**config.mk**
```make
export PLATFORM = sky130hd
export DESIGN_NAME = memory_test_sequencer
export DESIGN_NICKNAME = d
export VERILOG_FILES = /design/src/design/mts_pkg.sv /design/src/design/memory_test_sequencer.sv
export VERILOG_INCLUDE_DIRS = /design/src /design/src/design
export SDC_FILE = /design/constraint.sdc
export NUM_CORES = 1
export LEC_CHECK = 0
export BUFFER_PORTS_ARGS = -buffer_cell sky130_fd_sc_hd__buf_2
export CAP_MARGIN = 20
export CORE_ASPECT_RATIO = 0.6
export CORE_MARGIN = 2
export CORE_UTILIZATION = 30
export DETAILED_ROUTE_END_ITERATION = 16
export SLEW_MARGIN = 20
export SYNTH_ARGS = -nofsm -noshare
export SYNTH_HDL_FRONTEND = slang
export SYNTH_SLANG_ARGS = --single-unit
```
**constraint.sdc**
```tcl
create_clock -name clk -period 21.5 [get_ports clk]
set_clock_uncertainty 0.2 [all_clocks]
set_input_delay 6.45 -clock clk [delete_from_list [all_inputs] [get_ports clk]]
set_output_delay 6.45 -clock clk [all_outputs]
set_load 0.005 [all_outputs]
```
**src/design/assert_macros.svh**
```systemverilog
// Assertion macros used by the sequencer design file.
`ifndef ASSERT_MACROS_SVH
`define ASSERT_MACROS_SVH
`ifndef SYNTHESIS
`define ASSERT_CLK(lbl, clk, rst_n, prop) \
	lbl: assert property (@(posedge clk) disable iff (!rst_n) prop) \
	else $error("assertion failed");
`define ASSERT_NEVER(lbl, clk, rst_n, cond) \
	lbl: assert property (@(posedge clk) disable iff (!rst_n) !(cond)) \
	else $error("forbidden condition seen");
`else
`define ASSERT_CLK(lbl, clk, rst_n, prop)
`define ASSERT_NEVER(lbl, clk, rst_n, cond)
`endif
`endif

```
**src/design/mts_pkg.sv**
```systemverilog
// Types and constants of the memory test sequencer.
package mts_pkg;
	localparam int unsigned MaxRegionBytes = 1048576;

	typedef enum logic [2:0] {
		K_MARCH = 3'd0,
		K_WALK  = 3'd1,
		K_ADDR  = 3'd2,
		K_DATA  = 3'd3,
		K_QUICK = 3'd4,
		K_FULL  = 3'd5
	} test_kind_t;

	localparam logic [2:0] WalkPhase   = 3'd6;
	localparam logic [3:0] NumPatterns = 4'd8;
	localparam logic [7:0] PatZero     = 8'h00;
	localparam logic [7:0] PatOne      = 8'hFF;
	localparam logic [7:0] PatQuick    = 8'h55;

	localparam logic [1:0] OUT_WRITE   = 2'd0;
	localparam logic [1:0] OUT_READ    = 2'd1;
	localparam logic [1:0] OUT_VERDICT = 2'd2;

	localparam logic [1:0] V_PASS   = 2'd0;
	localparam logic [1:0] V_FAIL   = 2'd1;
	localparam logic [1:0] V_REJECT = 2'd2;

	typedef struct packed {
		logic        rd;
		logic        chk;
		logic [31:0] addr;
		logic [7:0]  data;
	} access_t;

	function automatic logic [7:0] walk_pattern(input logic [2:0] idx);
		logic [7:0] p;
		case (idx)
			3'd0: p = 8'h00;
			3'd1: p = 8'hFF;
			3'd2: p = 8'h55;
			3'd3: p = 8'hAA;
			3'd4: p = 8'h01;
			3'd5: p = 8'hFE;
			3'd6: p = 8'h80;
			default: p = 8'h7F;
		endcase
		return p;
	endfunction
endpackage

```
**src/design/memory_test_sequencer.sv**
```systemverilog
// Top level of the byte-wide memory test sequencer.
// A start item (tuser = 0) names a test kind, a region start and a region size; the block
// answers with the first memory command, or with a rejected verdict when the start is
// misaligned, the size is zero or above MAX_REGION_BYTES, the kind is unknown or a test
// already runs. Each acknowledge item (tuser = 1) carries the byte of a completed read and
// yields the next command, or the final verdict: pass after the last access, mismatch at the
// first wrong read (with address, expected and actual byte). Acknowledges while idle give
// nothing. Every item is handled by next-state logic between the state
// registers and one output register, so one item per clock is taken as long as the output
// register is empty or drained in the same cycle; the output register is the only stage.
`include "assert_macros.svh"

module memory_test_sequencer #(
	parameter int unsigned MAX_REGION_BYTES = mts_pkg::MaxRegionBytes
) (
	input  logic        clk,
	input  logic        arst_n,
	input  logic        s_tvalid,
	output logic        s_tready,
	// test_kind[2:0], region_start[34:3], region_size[55:35], read_data[63:56]
	input  logic [63:0] s_tdata,
	// op[0]
	input  logic        s_tuser,
	output logic        m_tvalid,
	input  logic        m_tready,
	// access_addr[31:0], write_data[39:32], verdict[41:40], fail_addr[73:42],
	// expected_byte[81:74], actual_byte[89:82], zero fill above
	output logic [95:0] m_tdata,
	// kind[1:0]
	output logic [1:0]  m_tuser
);
	// Sequencer state.
	logic        busy_q;
	logic [2:0]  run_kind_q;
	logic [2:0]  elem_q;
	logic [1:0]  step_q;
	logic [20:0] byte_idx_q;
	logic [3:0]  pat_idx_q;
	logic [31:0] base_q;
	logic [20:0] len_q;
	logic [7:0]  saved_q;

	// Output register.
	logic        out_valid_q;
	logic [1:0]  out_kind_q;
	logic [95:0] out_data_q;

	// Decoded input item.
	logic        in_acc;
	logic [2:0]  in_kind;
	logic [31:0] in_start;
	logic [20:0] in_size;
	logic [7:0]  in_rdata;

	// Next state and result.
	logic        n_busy;
	logic [2:0]  n_kind;
	logic [2:0]  n_elem;
	logic [1:0]  n_step;
	logic [20:0] n_bidx;
	logic [3:0]  n_pidx;
	logic [31:0] n_base;
	logic [20:0] n_len;
	logic [7:0]  n_saved;
	logic        has_res;
	logic        res_cmd;
	logic [1:0]  res_verdict;
	logic [31:0] res_fail;
	logic [7:0]  res_exp;
	logic [7:0]  res_act;
	logic        cont;
	logic [21:0] bidx_inc;

	mts_pkg::access_t cur_op;
	mts_pkg::access_t nxt_op;

	// The access that a given state stands for.
	function automatic mts_pkg::access_t op_of(
		input logic [2:0]  kind,
		input logic [2:0]  e,
		input logic [1:0]  s,
		input logic [20:0] bi,
		input logic [3:0]  pi,
		input logic [31:0] base,
		input logic [20:0] len,
		input logic [7:0]  saved
	);
		mts_pkg::access_t a;
		logic [20:0] off;
		logic [7:0]  first;
		a.rd   = 1'b0;
		a.chk  = 1'b1;
		a.addr = base;
		a.data = mts_pkg::PatZero;
		off    = (e >= 3'd3) ? (len - 21'd1 - bi) : bi;
		first  = (e == 3'd2 || e == 3'd4) ? mts_pkg::PatOne : mts_pkg::PatZero;
		if (e == mts_pkg::WalkPhase) begin
			a.data = mts_pkg::walk_pattern(pi[2:0]);
			a.rd   = s[1];
			if (s[0]) begin
				a.addr = base + 32'(len) - 32'd1;
			end
		end else begin
			case (kind)
				mts_pkg::K_MARCH, mts_pkg::K_FULL: begin
					a.addr = base + 32'(off);
					if (e == 3'd0) begin
						a.data = mts_pkg::PatZero;
					end else if (e == 3'd5) begin
						a.rd = 1'b1;
					end else if (s == 2'd0) begin
						a.rd   = 1'b1;
						a.data = first;
					end else begin
						a.rd   = (s == 2'd2);
						a.data = ~first;
					end
				end
				mts_pkg::K_ADDR: begin
					if (e == 3'd0) begin
						a.addr = base + 32'(bi);
					end else begin
						a.addr = base + (32'd1 << bi[4:0]);
						a.rd   = (s == 2'd1);
						a.data = (s == 2'd2) ? mts_pkg::PatZero : mts_pkg::PatOne;
					end
				end
				mts_pkg::K_DATA: begin
					a.data = 8'd1 << pi[2:0];
					a.rd   = (s == 2'd1);
				end
				default: begin
					case (s)
						2'd0: begin
							a.rd  = 1'b1;
							a.chk = 1'b0;
						end
						2'd1: a.data = mts_pkg::PatQuick;
						2'd2: begin
							a.rd   = 1'b1;
							a.data = mts_pkg::PatQuick;
						end
						default: a.data = saved;
					endcase
				end
			endcase
		end
		return a;
	endfunction

	assign s_tready = !out_valid_q || m_tready;
	assign in_acc   = s_tvalid && s_tready;
	assign in_kind  = s_tdata[2:0];
	assign in_start = s_tdata[34:3];
	assign in_size  = s_tdata[55:35];
	assign in_rdata = s_tdata[63:56];

	assign cur_op = op_of(run_kind_q, elem_q, step_q, byte_idx_q, pat_idx_q, base_q, len_q,
		saved_q);
	assign nxt_op = op_of(n_kind, n_elem, n_step, n_bidx, n_pidx, n_base, n_len, n_saved);
	assign bidx_inc = {1'b0, byte_idx_q} + 22'd1;

	always_comb begin
		n_busy      = busy_q;
		n_kind      = run_kind_q;
		n_elem      = elem_q;
		n_step      = step_q;
		n_bidx      = byte_idx_q;
		n_pidx      = pat_idx_q;
		n_base      = base_q;
		n_len       = len_q;
		n_saved     = saved_q;
		has_res     = 1'b0;
		res_cmd     = 1'b0;
		res_verdict = mts_pkg::V_PASS;
		res_fail    = '0;
		res_exp     = '0;
		res_act     = '0;
		cont        = 1'b1;
		if (!s_tuser) begin
			has_res = 1'b1;
			if (busy_q || in_start[1:0] != 2'b00 || in_size == '0 ||
				32'(in_size) > 32'(MAX_REGION_BYTES) || in_kind > 3'(mts_pkg::K_FULL)) begin
				res_verdict = mts_pkg::V_REJECT;
			end else begin
				res_cmd = 1'b1;
				n_busy  = 1'b1;
				n_kind  = in_kind;
				n_base  = in_start;
				n_len   = in_size;
				n_elem  = (in_kind == 3'(mts_pkg::K_WALK)) ? mts_pkg::WalkPhase : 3'd0;
				n_step  = '0;
				n_bidx  = '0;
				n_pidx  = '0;
				n_saved = '0;
			end
		end else if (busy_q) begin
			has_res = 1'b1;
			if (cur_op.rd && cur_op.chk && in_rdata != cur_op.data) begin
				n_busy      = 1'b0;
				res_verdict = mts_pkg::V_FAIL;
				res_fail    = cur_op.addr;
				res_exp     = cur_op.data;
				res_act     = in_rdata;
			end else begin
				if (cur_op.rd && !cur_op.chk) begin
					n_saved = in_rdata;
				end
				if (elem_q == mts_pkg::WalkPhase) begin
					if (step_q != 2'd3) begin
						n_step = step_q + 2'd1;
					end else begin
						n_step = '0;
						n_pidx = pat_idx_q + 4'd1;
						cont   = (pat_idx_q + 4'd1) < mts_pkg::NumPatterns;
					end
				end else begin
					case (run_kind_q)
						mts_pkg::K_MARCH, mts_pkg::K_FULL: begin
							if (elem_q != 3'd0 && elem_q != 3'd5 && step_q != 2'd2) begin
								n_step = step_q + 2'd1;
							end else begin
								n_step = '0;
								n_bidx = bidx_inc[20:0];
								if (bidx_inc >= {1'b0, len_q}) begin
									n_bidx = '0;
									if (elem_q != 3'd5) begin
										n_elem = elem_q + 3'd1;
									end else if (run_kind_q == 3'(mts_pkg::K_FULL)) begin
										n_elem = mts_pkg::WalkPhase;
										n_pidx = '0;
									end else begin
										cont = 1'b0;
									end
								end
							end
						end
						mts_pkg::K_ADDR: begin
							if (elem_q == 3'd0) begin
								n_bidx = bidx_inc[20:0];
								if (bidx_inc >= {1'b0, len_q}) begin
									n_bidx = '0;
									n_elem = 3'd1;
									cont   = len_q > 21'd1;
								end
							end else if (step_q != 2'd2) begin
								n_step = step_q + 2'd1;
							end else begin
								n_step = '0;
								n_bidx = bidx_inc[20:0];
								cont   = bidx_inc < 22'd32 &&
									(32'd1 << bidx_inc[4:0]) < 32'(len_q);
							end
						end
						mts_pkg::K_DATA: begin
							if (step_q == 2'd0) begin
								n_step = 2'd1;
							end else begin
								n_step = '0;
								n_pidx = pat_idx_q + 4'd1;
								cont   = (pat_idx_q + 4'd1) < mts_pkg::NumPatterns;
							end
						end
						default: begin
							if (step_q != 2'd3) begin
								n_step = step_q + 2'd1;
							end else begin
								cont = 1'b0;
							end
						end
					endcase
				end
				if (cont) begin
					res_cmd = 1'b1;
				end else begin
					n_busy = 1'b0;
				end
			end
		end
	end

	always_ff @(posedge clk or negedge arst_n) begin
		if (!arst_n) begin
			busy_q      <= 1'b0;
			run_kind_q  <= '0;
			elem_q      <= '0;
			step_q      <= '0;
			byte_idx_q  <= '0;
			pat_idx_q   <= '0;
			base_q      <= '0;
			len_q       <= '0;
			saved_q     <= '0;
			out_valid_q <= 1'b0;
			out_kind_q  <= '0;
			out_data_q  <= '0;
		end else if (in_acc) begin
			busy_q      <= n_busy;
			run_kind_q  <= n_kind;
			elem_q      <= n_elem;
			step_q      <= n_step;
			byte_idx_q  <= n_bidx;
			pat_idx_q   <= n_pidx;
			base_q      <= n_base;
			len_q       <= n_len;
			saved_q     <= n_saved;
			out_valid_q <= has_res;
			if (res_cmd) begin
				out_kind_q <= nxt_op.rd ? mts_pkg::OUT_READ : mts_pkg::OUT_WRITE;
				out_data_q <= {56'd0, (nxt_op.rd ? 8'd0 : nxt_op.data), nxt_op.addr};
			end else begin
				out_kind_q <= mts_pkg::OUT_VERDICT;
				out_data_q <= {6'd0, res_act, res_exp, res_fail, res_verdict, 8'd0, 32'd0};
			end
		end else if (m_tready) begin
			out_valid_q <= 1'b0;
		end
	end

	assign m_tvalid = out_valid_q;
	assign m_tdata  = out_data_q;
	assign m_tuser  = out_kind_q;

	// A pending command always belongs to a running test.
	`ASSERT_CLK(a_cmd_busy, clk, arst_n,
		(out_valid_q && out_kind_q != mts_pkg::OUT_VERDICT) |-> busy_q)
	// A pass or mismatch verdict ends the test.
	`ASSERT_CLK(a_final_idle, clk, arst_n,
		(out_valid_q && out_kind_q == mts_pkg::OUT_VERDICT &&
		out_data_q[41:40] != mts_pkg::V_REJECT) |-> !busy_q)
	// The pattern walk never runs past its table.
	`ASSERT_CLK(a_walk_range, clk, arst_n,
		(busy_q && elem_q == mts_pkg::WalkPhase) |-> pat_idx_q < mts_pkg::NumPatterns)
endmodule

```
# After elaboration in Yosys (flattened, before gate mapping)
# Cells that the tools add are included.
# W data, S select, Z words.
[totals]
ff_bits = 194
in_bits = 69
output_inout_bits = 100
word_cells = 275
[op_classes]
add_sub_neg = 18
magnitude_cmp = 9
n_eq_ne = 45
shift = 5
n_mux = 146
bitwise = 2
n_reduce_logical = 37
[ops]
columns = ["operator", "count"]
rows = [
  ["$mux W32", 9],
  ["$mux W21", 13],
  ["$add A32 B21 Y32", 6],
  ["$mux W8", 24],
  ["$pmux W32 S2", 2],
  ["$pmux W8 S7", 2],
  ["$shl A1 B5 Y32 const A", 3],
  ["$mux W90", 1],
  ["$mux W40", 2],
  ["$add A32 B32 Y32", 2],
  ["$sub A32 B1 Y32 const B", 2],
  ["$pmux W8 S3", 2],
  ["$mux W1", 44],
  ["$mux W4", 11],
  ["$eq A3 B3 Y1 const B", 14],
  ["$mux W3", 14],
  ["$pmux W21 S2", 1],
  ["$sub A21 B1 Y21 const B", 2],
  ["$sub A21 B21 Y21", 2],
  ["$lt A32 B21 Y1", 1],
  ["$pmux W8 S2", 2],
  ["$eq A3 B2 Y1 const B", 10],
  ["$mux W2", 13],
  ["$add A21 B1 Y22 const B", 1],
  ["37 further kinds", 79],
]

# Longest topological paths before layout
# Gate-level depths: netlist of the first run.
[logic_depth]
ltp_word = 25
mapped_depth = 52
depth_no_buf = 49

# Worst setup path before layout of the first run
# OpenSTA, ideal clock, no wires.
[synth_path]
path_type = "input to register"
from = "input port s_tdata[42]"
to = "register out_data_q[28], in the netlist m_tdata[28]"
setup_ps = 121
arrival_ps = 14351
required_ps = 21179
slack_ps = 6828
path_stages = 39
path_buffers = 4
path_cell_list = "nor4_1 -> nand3_1 -> or3_1 -> nand4_1 -> clkbuf_1 -> clkbuf_1 -> clkbuf_1 -> buf_1 -> mux2i_1 -> inv_1 -> ha_1 -> inv_1 -> fa_1 -> inv_1 -> a21oi_1 -> nand2_1 -> nand2_1 -> a211o_1 -> [3 not listed] -> a31o_2 -> a21oi_1 -> xor2_1 -> a211oi_1 -> ha_1 -> a21oi_1 -> nor2b_1 -> o21ai_0 -> nand2b_1 -> a21o_1 -> a31o_2 -> a31oi_1 -> nor3_1 -> a2111oi_0 -> a21oi_1 -> o221ai_1 -> o21ai_0 -> a22o_1"
[synth_between]
elab_chain_len = 13
elab_cells_between_ends = 40
classes_between = "add/sub: 7; order compare: 2; eq/ne: 3; shift: 1; mux: 20; reduce/logical: 7"
[synth_rtl]
columns = ["item", "line_no", "source"]
rows = [
  ["start, declared", "memory_test_sequencer.sv:21", "input logic [63:0] s_tdata,"],
  ["branches (longest 2 deep; another with $gt A21 B21 Y1)", "--", ""],
  ["$logic_or A1 B1 Y1 *", "memory_test_sequencer.sv:182", "if (busy_q || in_start[1:0] != 2'b00 || in_size == '0 ||"],
  ["$logic_or A1 B1 Y1 *", "memory_test_sequencer.sv:183", "32'(in_size) > 32'(MAX_REGION_BYTES) || in_kind > 3'(mts_pkg::K_FULL)) begin"],
  ["$mux W21 *", "memory_test_sequencer.sv:182", ""],
  ["$mux W21 *", "memory_test_sequencer.sv:180", "if (!s_tuser) begin"],
  ["net n_len[0]", "memory_test_sequencer.sv:63", "logic [20:0] n_len;"],
  ["$sub A21 B1 Y21", "memory_test_sequencer.sv:95", "off = (e >= 3'd3) ? (len - 21'd1 - bi) : bi;"],
  ["$sub A21 B21 Y21", "memory_test_sequencer.sv:95", ""],
  ["$mux W21", "memory_test_sequencer.sv:95", ""],
  ["$add A32 B21 Y32", "memory_test_sequencer.sv:106", "a.addr = base + 32'(off);"],
  ["$pmux W32 S2", "memory_test_sequencer.sv:104", "case (kind)"],
  ["$mux W40 *", "memory_test_sequencer.sv:97", "if (e == mts_pkg::WalkPhase) begin"],
  ["$mux W90 *", "memory_test_sequencer.sv:307", "if (res_cmd) begin"],
  ["end signal, assigned", "memory_test_sequencer.sv:309", "out_data_q <= {56'd0, (nxt_op.rd ? 8'd0 : nxt_op.data), nxt_op.addr};"],
  ["end signal, assigned", "memory_test_sequencer.sv:312", "out_data_q <= {6'd0, res_act, res_exp, res_fail, res_verdict, 8'd0, 32'd0};"],
  ["end, declared", "memory_test_sequencer.sv:46", "logic [95:0] out_data_q;"],
]
# Mark *: on every way through the listed nets, which the timed path passes.
# A chain may end at the register's enable or synchronous reset.

# Final worst setup path of the first run
[layout_path]
from = "input port s_tdata[1]"
to = "register out_data_q[29], in the netlist m_tdata[29]"
[layout_between]
elab_cells_between_ends = 39
classes_between = "add/sub: 7; order compare: 2; eq/ne: 4; shift: 1; mux: 21; reduce/logical: 4"
[layout_rtl]
columns = ["item", "line_no", "source"]
rows = [
  ["$gt A3 B3 Y1 *", "memory_test_sequencer.sv:183", ""],
  ["$logic_or A1 B1 Y1 *", "memory_test_sequencer.sv:183", ""],
  ["$mux W21 *", "memory_test_sequencer.sv:182", ""],
  ["$mux W21 *", "memory_test_sequencer.sv:180", ""],
  ["net n_bidx[1]", "memory_test_sequencer.sv:60", "logic [20:0] n_bidx;"],
  ["$sub A21 B21 Y21 / $shl A1 B5 Y32 (equally long branches)", "memory_test_sequencer.sv:95, memory_test_sequencer.sv:123", ""],
  ["$mux W21 / $add A32 B32 Y32 (equally long branches)", "memory_test_sequencer.sv:95, memory_test_sequencer.sv:123", ""],
  ["$add A32 B21 Y32 / $mux W32 (equally long branches)", "memory_test_sequencer.sv:106, memory_test_sequencer.sv:120", ""],
  ["$pmux W32 S2 *", "memory_test_sequencer.sv:104", ""],
  ["$mux W40 *", "memory_test_sequencer.sv:97", ""],
  ["$mux W90 *", "memory_test_sequencer.sv:307", ""],
]
# The timed path passes the listed nets; every way through them passes the cells marked *.

==> flow_metrics.tcl, run 1 <==
set metrics [dict create \
    syn_to_final_growth_pct 11.3 \
    initial_core_util_pct 30.5 \
    hold_depth 2 \
    finalHoldViolCount 0 \
    wl_per_cell_um 24.1 \
    initialDrtViolationCount 3762 \
    status "complete, no violations" \
    hold_path_startpoint "m_tdata[73]" \
    nFillCells 8169 \
    io_pins 169 \
    ff2ff_path_depth 43 \
    total_power_mw 3.84 \
    cpPeakStageDelay_ns 0.94 \
    hold_end "m_tdata[73]" \
    grt_start_max_net_pins 89 \
    gr-total-overflow 0 \
    grt_pass1_wl_mm 149 \
    die_w_um 362 \
    viasPerCell 5.86 \
    fin_crit_sh_pct 67.7 \
    critPathTopFamily "compound AO/OA/AOI/OAI gates" \
    avgSynthCellArea_um2 7.48 \
    regArea_um2 4700 \
    die_area_um2 79400 \
    drv_cap 0 \
    ir_worst_vdd_mv 0.0752 \
    wirelength_mm 102 \
    netlist_area_um2 23100 \
    fmax_mhz 68.8 \
    seq_area_frac_synth_pct 20.3 \
    period_needed_ns 14.55 \
    worstSetupPathType "input pin to flip-flop" \
    die_y_um 219 \
    netlist_instances 3092 \
    drive_gt1_share_pct 10.2 \
    cts_num_sinks 188 \
    rsz0062_at_grt "no" \
    track_usage_pct 25.1 \
    finalMaxSlewViolations 0 \
    tightest_slew_ns 1.23 \
    final_area_um2 25700 \
    path_max_fanout 12 \
    firstDrtPassIters 7 \
    path_clk_slew_ns 0.07 \
    ctsHoldBuffers 0 \
    slowest_stage "a2111oi_2" \
    tns_ns 0 \
    yosysTopAreaCell "dfrtp_1" \
    arrival_ns 14.70 \
    insertion_delay_ns 0.53 \
    synth-seq-cells 188 \
    reg2reg_slack_ns 8.23 \
    multi_input_area_um2 16800 \
    relSlewSlack_pct 17.7 \
    antennaDiodeCount 0 \
    cts_setup_buffers 0 \
    post_cts_resize_count 0 \
    tritoncts "done" \
    place_area_um2 25100 \
    grt_pass1_vias 22000 \
    crit_buf_inv 4 \
    cts_max_path_buffers 2 \
    p_per_area_nw_per_um2 149 \
    cts_buffers 17 \
    hold_class "flip-flop to flip-flop" \
    regToRegEndpoint "m_tdata[29]" \
    required_ns 21.66 \
    numPortBuffers 162 \
    core_um2 75900 \
    htree_num_levels 4 \
    synth_cell_types 110 \
    dr_total_vias 24700 \
    antenna_found_initial 5 \
    utilization_pct 33.9 \
    finalSetupViolCount 0 \
    p_leak_nw 12.4 \
    reg2reg_from "byte_idx_q[2]" \
    start_kind "input pin" \
    synth_flop_cell "dfrtp_1" \
    yosysTopAreaCellShare_pct 20.3 \
    antenna_left 0 \
    rows 78 \
    synth-edff-count 0 \
    synth-async-reset-ratio_pct 100 \
    fin_nets 3550 \
    drc 0 \
    netlist_top_cells_area "dfrtp_1 20%, ha_1 15%, o21ai_0 5.9%" \
    place_congestion 1.07 \
    ys_warn_count 0 \
    root_buffer "clkbuf_16" \
    hpwlAfterDp_mm 80.7 \
    cp-end-kind "flip-flop" \
]
## cells in the mapped netlist (all sizes together) (29+ instances only)
master and count:
nor3 87, nand2b 37, a21oi 268, o21a 29, nand2 331, o21ai 286, nor2 226, inv 292
clkbuf 98, mux2i 57, ha 271, xor2 45, dfrtp 188, and2 36, buf 44, a31oi 31
o22ai 31, xnor2 111, nand3 54, a21o 68, a22o 37
## routing by layer
layer,vias to the layer above,part of all wire [%],track usage [%]
li1,11400,-,-
met2,1484,37,32.7
met5,-,0.0079,0
met3,151,13,7.31
met4,2,3.0,7.41
met1,11700,47,38.7
## sequential cells by signal, indices dropped and copies added, names as in the netlist, 2 cells and up
| name | flops |
|---|---|
| m_tdata | 90 |
| len_q | 21 |
| step_q | 2 |
| run_kind_q | 3 |
| base_q | 32 |
| elem_q | 3 |
| m_tuser | 2 |
| byte_idx_q | 21 |
| pat_idx_q | 4 |
| saved_q | 8 |
## worst min-delay path, cell delays in order, from the launching register on
cell and delay (ns):
dfrtp_1 0.34, nand2_1 0.04, o21ai_0 0.06
## final cells by class
cell class | count | area share, %
Sequential cell | 188 | 18.3
Tap cell | 1000 | 4.86
Inverter | 294 | 4.29
Clock buffer | 18 | 1.67
Multi-Input combinational cell | 2473 | 65.1
Timing Repair Buffer | 230 | 5.17
Clock inverter | 12 | 0.632
## worst max path at each step
stage	startpoint	to	slack (ns)	cells after the start
2_1_floorplan	s_tdata[42]	m_tdata[28]	6.83	39
3_3_place_gp	s_tdata[1]	m_tdata[28]	6.69	35
3_5_place_dp	s_tdata[1]	m_tdata[28]	6.60	35
4_1_cts	s_tdata[1]	m_tdata[28]	7.16	35
5_1_grt	s_tdata[58]	m_tdata[28]	6.33	38
6_report	s_tdata[1]	m_tdata[29]	6.95	32
## cell families after synthesis
group / synth area share, %
AO/OA/AOI/OAI: 29.1
XOR/XNOR: 5.91
adder cells (fa/ha/maj): 15.3
buffers and inverters: 7.48
flip-flops: 20.3
multiplexers: 2.86
other: 0.0162
AND/OR/NAND/NOR: 19.0
## per-stage QoR
stage	cells	hold WS, ns	setup slack [ns]
after floorplan	3097	0.266	6.83
after global routing	4215	0.305	6.33
final	4215	0.277	6.95
after global placement	4185	0.259	6.69
after detailed placement	4185	0.263	6.60
after CTS	4215	0.282	7.16
## placed cells by master, fill, tap and decap left out, types with 12 or more instances in the layout
| cell type | synthesis | routed |
|---|---|---|
| clkbuf_16 | 0 | 17 |
| and3_1 | 20 | 20 |
| xor2_1 | 45 | 45 |
| a32o_1 | 13 | 13 |
| inv_1 | 291 | 291 |
| a21oi_1 | 267 | 266 |
| nor2_1 | 222 | 221 |
| o21ai_0 | 274 | 272 |
| nor4_1 | 21 | 21 |
| a211oi_1 | 28 | 27 |
| nand2b_1 | 37 | 37 |
| o221ai_1 | 23 | 23 |
| o211ai_1 | 26 | 26 |
| buf_2 | 14 | 161 |
| or3_1 | 17 | 17 |
| mux2i_1 | 57 | 57 |
| nor3_1 | 86 | 85 |
| a22o_1 | 37 | 37 |
| xnor2_1 | 111 | 111 |
| nand2_1 | 330 | 329 |
| o31ai_1 | 23 | 23 |
| a31oi_1 | 29 | 28 |
| a21boi_0 | 15 | 14 |
| nand3_1 | 53 | 53 |
| dfrtp_1 | 188 | 188 |
| o21a_1 | 29 | 29 |
| a21o_1 | 68 | 68 |
| ha_1 | 271 | 271 |
| o22ai_1 | 31 | 31 |
| o21ai_1 | 12 | 12 |
| o32ai_1 | 14 | 14 |
| nand4_1 | 25 | 25 |
| and2_1 | 34 | 34 |
| a221oi_1 | 19 | 19 |
| buf_4 | 10 | 68 |
| o21bai_1 | 18 | 18 |
| nor2b_1 | 27 | 27 |
## power breakdown
group | internal, mW | switching, mW
combinational | 1.13 | 1.83
sequential | 0.404 | 0.126
clock | 0.183 | 0.168
No activity file was read; power rests on OpenSTA's default activity.
==> inputs of run 2 (changes only) <==
clock period = 12.5 ns   (was 21.5 ns; I/O delays follow)
==> flow_metrics.tcl, run 2 (synthesis results as in run 1) <==
set metrics [dict create \
    path_max_fanout 11 \
    initial_core_util_pct 30.5 \
    fmax_mhz 83.3 \
    setup_slack_ns 0.500 \
    layout_common_cells "329 x nand2_1, 291 x inv_1, 271 x o21ai_0, 271 x ha_1, 266 x a21oi_1" \
    multi_input_area_um2 16800 \
    tns_ns 0 \
    tightest_slew_ns 1.26 \
    numPortBuffers 162 \
    hpwlAfterDp_mm 81.6 \
    viasPerCell 5.85 \
    nFillCells 8092 \
    arrival_ns 12.22 \
    p_leak_nw 12.5 \
    finalMaxSlewViolations 0 \
    ir_worst_vdd_mv 0.131 \
    worstSetupPathType "flip-flop to flip-flop" \
    reg2reg_slack_ns 0.50 \
    finalSetupViolCount 0 \
    fin_crit_sh_pct 96.0 \
    power.share.clock_pct 8.8 \
    intPower_mw 2.94 \
    cts_buffers 17 \
    cts_max_path_buffers 2 \
    insertion_delay_ns 0.53 \
    rows 78 \
    hold_class "flip-flop to flip-flop" \
    htree_num_levels 4 \
    grt_pass1_vias 21900 \
    io_pins 169 \
    hold_end "m_tdata[32]" \
    gr-total-overflow 0 \
    p_sw_mw 3.74 \
    core_um2 75900 \
    wl_per_cell_um 24.2 \
    ctsHoldBuffers 0 \
    regArea_um2 4700 \
    drc 0 \
    track_usage_pct 25.2 \
    wirelength_mm 102 \
    layout_commonest_cell "nand2_1" \
    final_cell_count_no_fill 4234 \
    antenna_found_initial 2 \
    die_w_um 362 \
    rsz0062_at_grt "no" \
    regToRegEndpoint "m_tdata[28]" \
    place_congestion 1.07 \
    reg2reg_from "byte_idx_q[0]" \
    p_per_area_nw_per_um2 258 \
    firstDrtPassIters 9 \
    grt_start_max_net_pins 87 \
    path_clk_slew_ns 0.09 \
    required_ns 12.72 \
    hold_depth 2 \
    dpl_worst_slack_ns 0.392 \
    swShare_pct 56.0 \
    largest_reg_flops 90 \
    antenna_left 0 \
    finalHoldViolCount 0 \
    ff2ff_path_depth 47 \
    drv_cap 0 \
    status "complete, no violations" \
    slowest_stage "dfrtp_1" \
    seq_power_share_pct 13.5 \
    start_kind "flip-flop" \
    die_area_um2 79400 \
    hold_path_startpoint "m_tdata[32]" \
    fin_nets 3566 \
    root_buffer "clkbuf_16" \
    grt_pass1_wl_mm 149 \
    drive_gt1_share_pct 10.8 \
    relSlewSlack_pct 15.2 \
    cts_num_sinks 188 \
    cpPeakStageDelay_ns 0.78 \
    initialDrtViolationCount 3391 \
    dp.cells 4201 \
    die_y_um 219 \
    cp-end-kind "flip-flop" \
    tritoncts "done" \
    syn_to_final_growth_pct 11.9 \
    period_needed_ns 12.00 \
    combPwrFrac_pct 77.6 \
    dr_total_vias 24800 \
]
run 2: changes by cell type in the layout (fill, tap and decap cells not counted), sizes merged:
cell	before	now
buf	230	246
inv	296	301
bufinv	3	0
clkinv	5	7
clkbuf	18	17
clkinvlp	2	1
diode	0	1
run 2: power by group through the flow:
| stage | clock (mW) | combinational [mW] | sequential, mW |
|---|---|---|---|
| 2_1_floorplan | 0 | 3.60 | 0.789 |
| 3_3_place_gp | 0 | 4.97 | 0.905 |
| 3_5_place_dp | 0 | 4.96 | 0.904 |
| 4_1_cts | 0.602 | 5.00 | 0.892 |
| 5_1_grt | 0.619 | 5.62 | 0.906 |
| 6_report | 0.589 | 5.18 | 0.904 |
run 2: cell type report:
| cell class | instances | share of cell area [%] |
|---|---|---|
| diodes | 1 | 0.00967 |
| clock buffers | 17 | 1.64 |
| clock inverters | 15 | 0.585 |
| inverters | 294 | 4.27 |
| multi-input cells | 2473 | 64.8 |
| flip-flops and latches | 188 | 18.2 |
| well taps | 1000 | 4.84 |
| repair buffers | 246 | 5.66 |
run 2: stage by stage:
stage	util, %	power [mW]	instance area (um^2)	hold WS [ns]
finish	34.1	6.68	25900	0.275
global route	34.1	7.15	25900	0.303
CTS	34.1	6.49	25900	0.285
detailed placement	33.3	5.87	25300	0.265
global placement	33.3	5.87	25300	0.257
floorplan	-	4.38	23100	0.266
run 2: how the worst max path moves through the flow:
stage	depth (start not counted)	from	slack, ns	endpoint
floorplan	39	s_tdata[42]	0.53	m_tdata[28]
global placement	37	s_tdata[58]	0.58	m_tdata[28]
detailed placement	37	s_tdata[58]	0.39	m_tdata[28]
CTS	48	byte_idx_q[0]	0.90	m_tdata[28]
global route	48	byte_idx_q[0]	0.21	m_tdata[28]
finish	47	byte_idx_q[0]	0.50	m_tdata[28]
run 2: repair_timing:
item,in CTS,in global routing
setup endpoints to repair,0,1
buffers inserted,0,0
resized for setup,0,1
run 2: worst max-delay path: cells and delay by family (launching register included):
family / cells / cell delay [ns]
AO/OA/AOI/OAI: 23 / 5.58
buffers and inverters: 4 / 0.46
AND/OR/NAND/NOR: 13 / 2.64
adder cells (fa/ha/maj): 5 / 1.67
XOR/XNOR: 2 / 0.55
flip-flops: 1 / 0.78
run 2: per-layer routing:
metal | up-vias | wire (um) | global-route usage, %
met3 | 157 | 13200 | 7.81
met4 | 0 | 2930 | 7.08
met2 | 1497 | 38100 | 32.7
met5 | - | 0 | 0
li1 | 11400 | - | -
met1 | 11700 | 48100 | 38.7
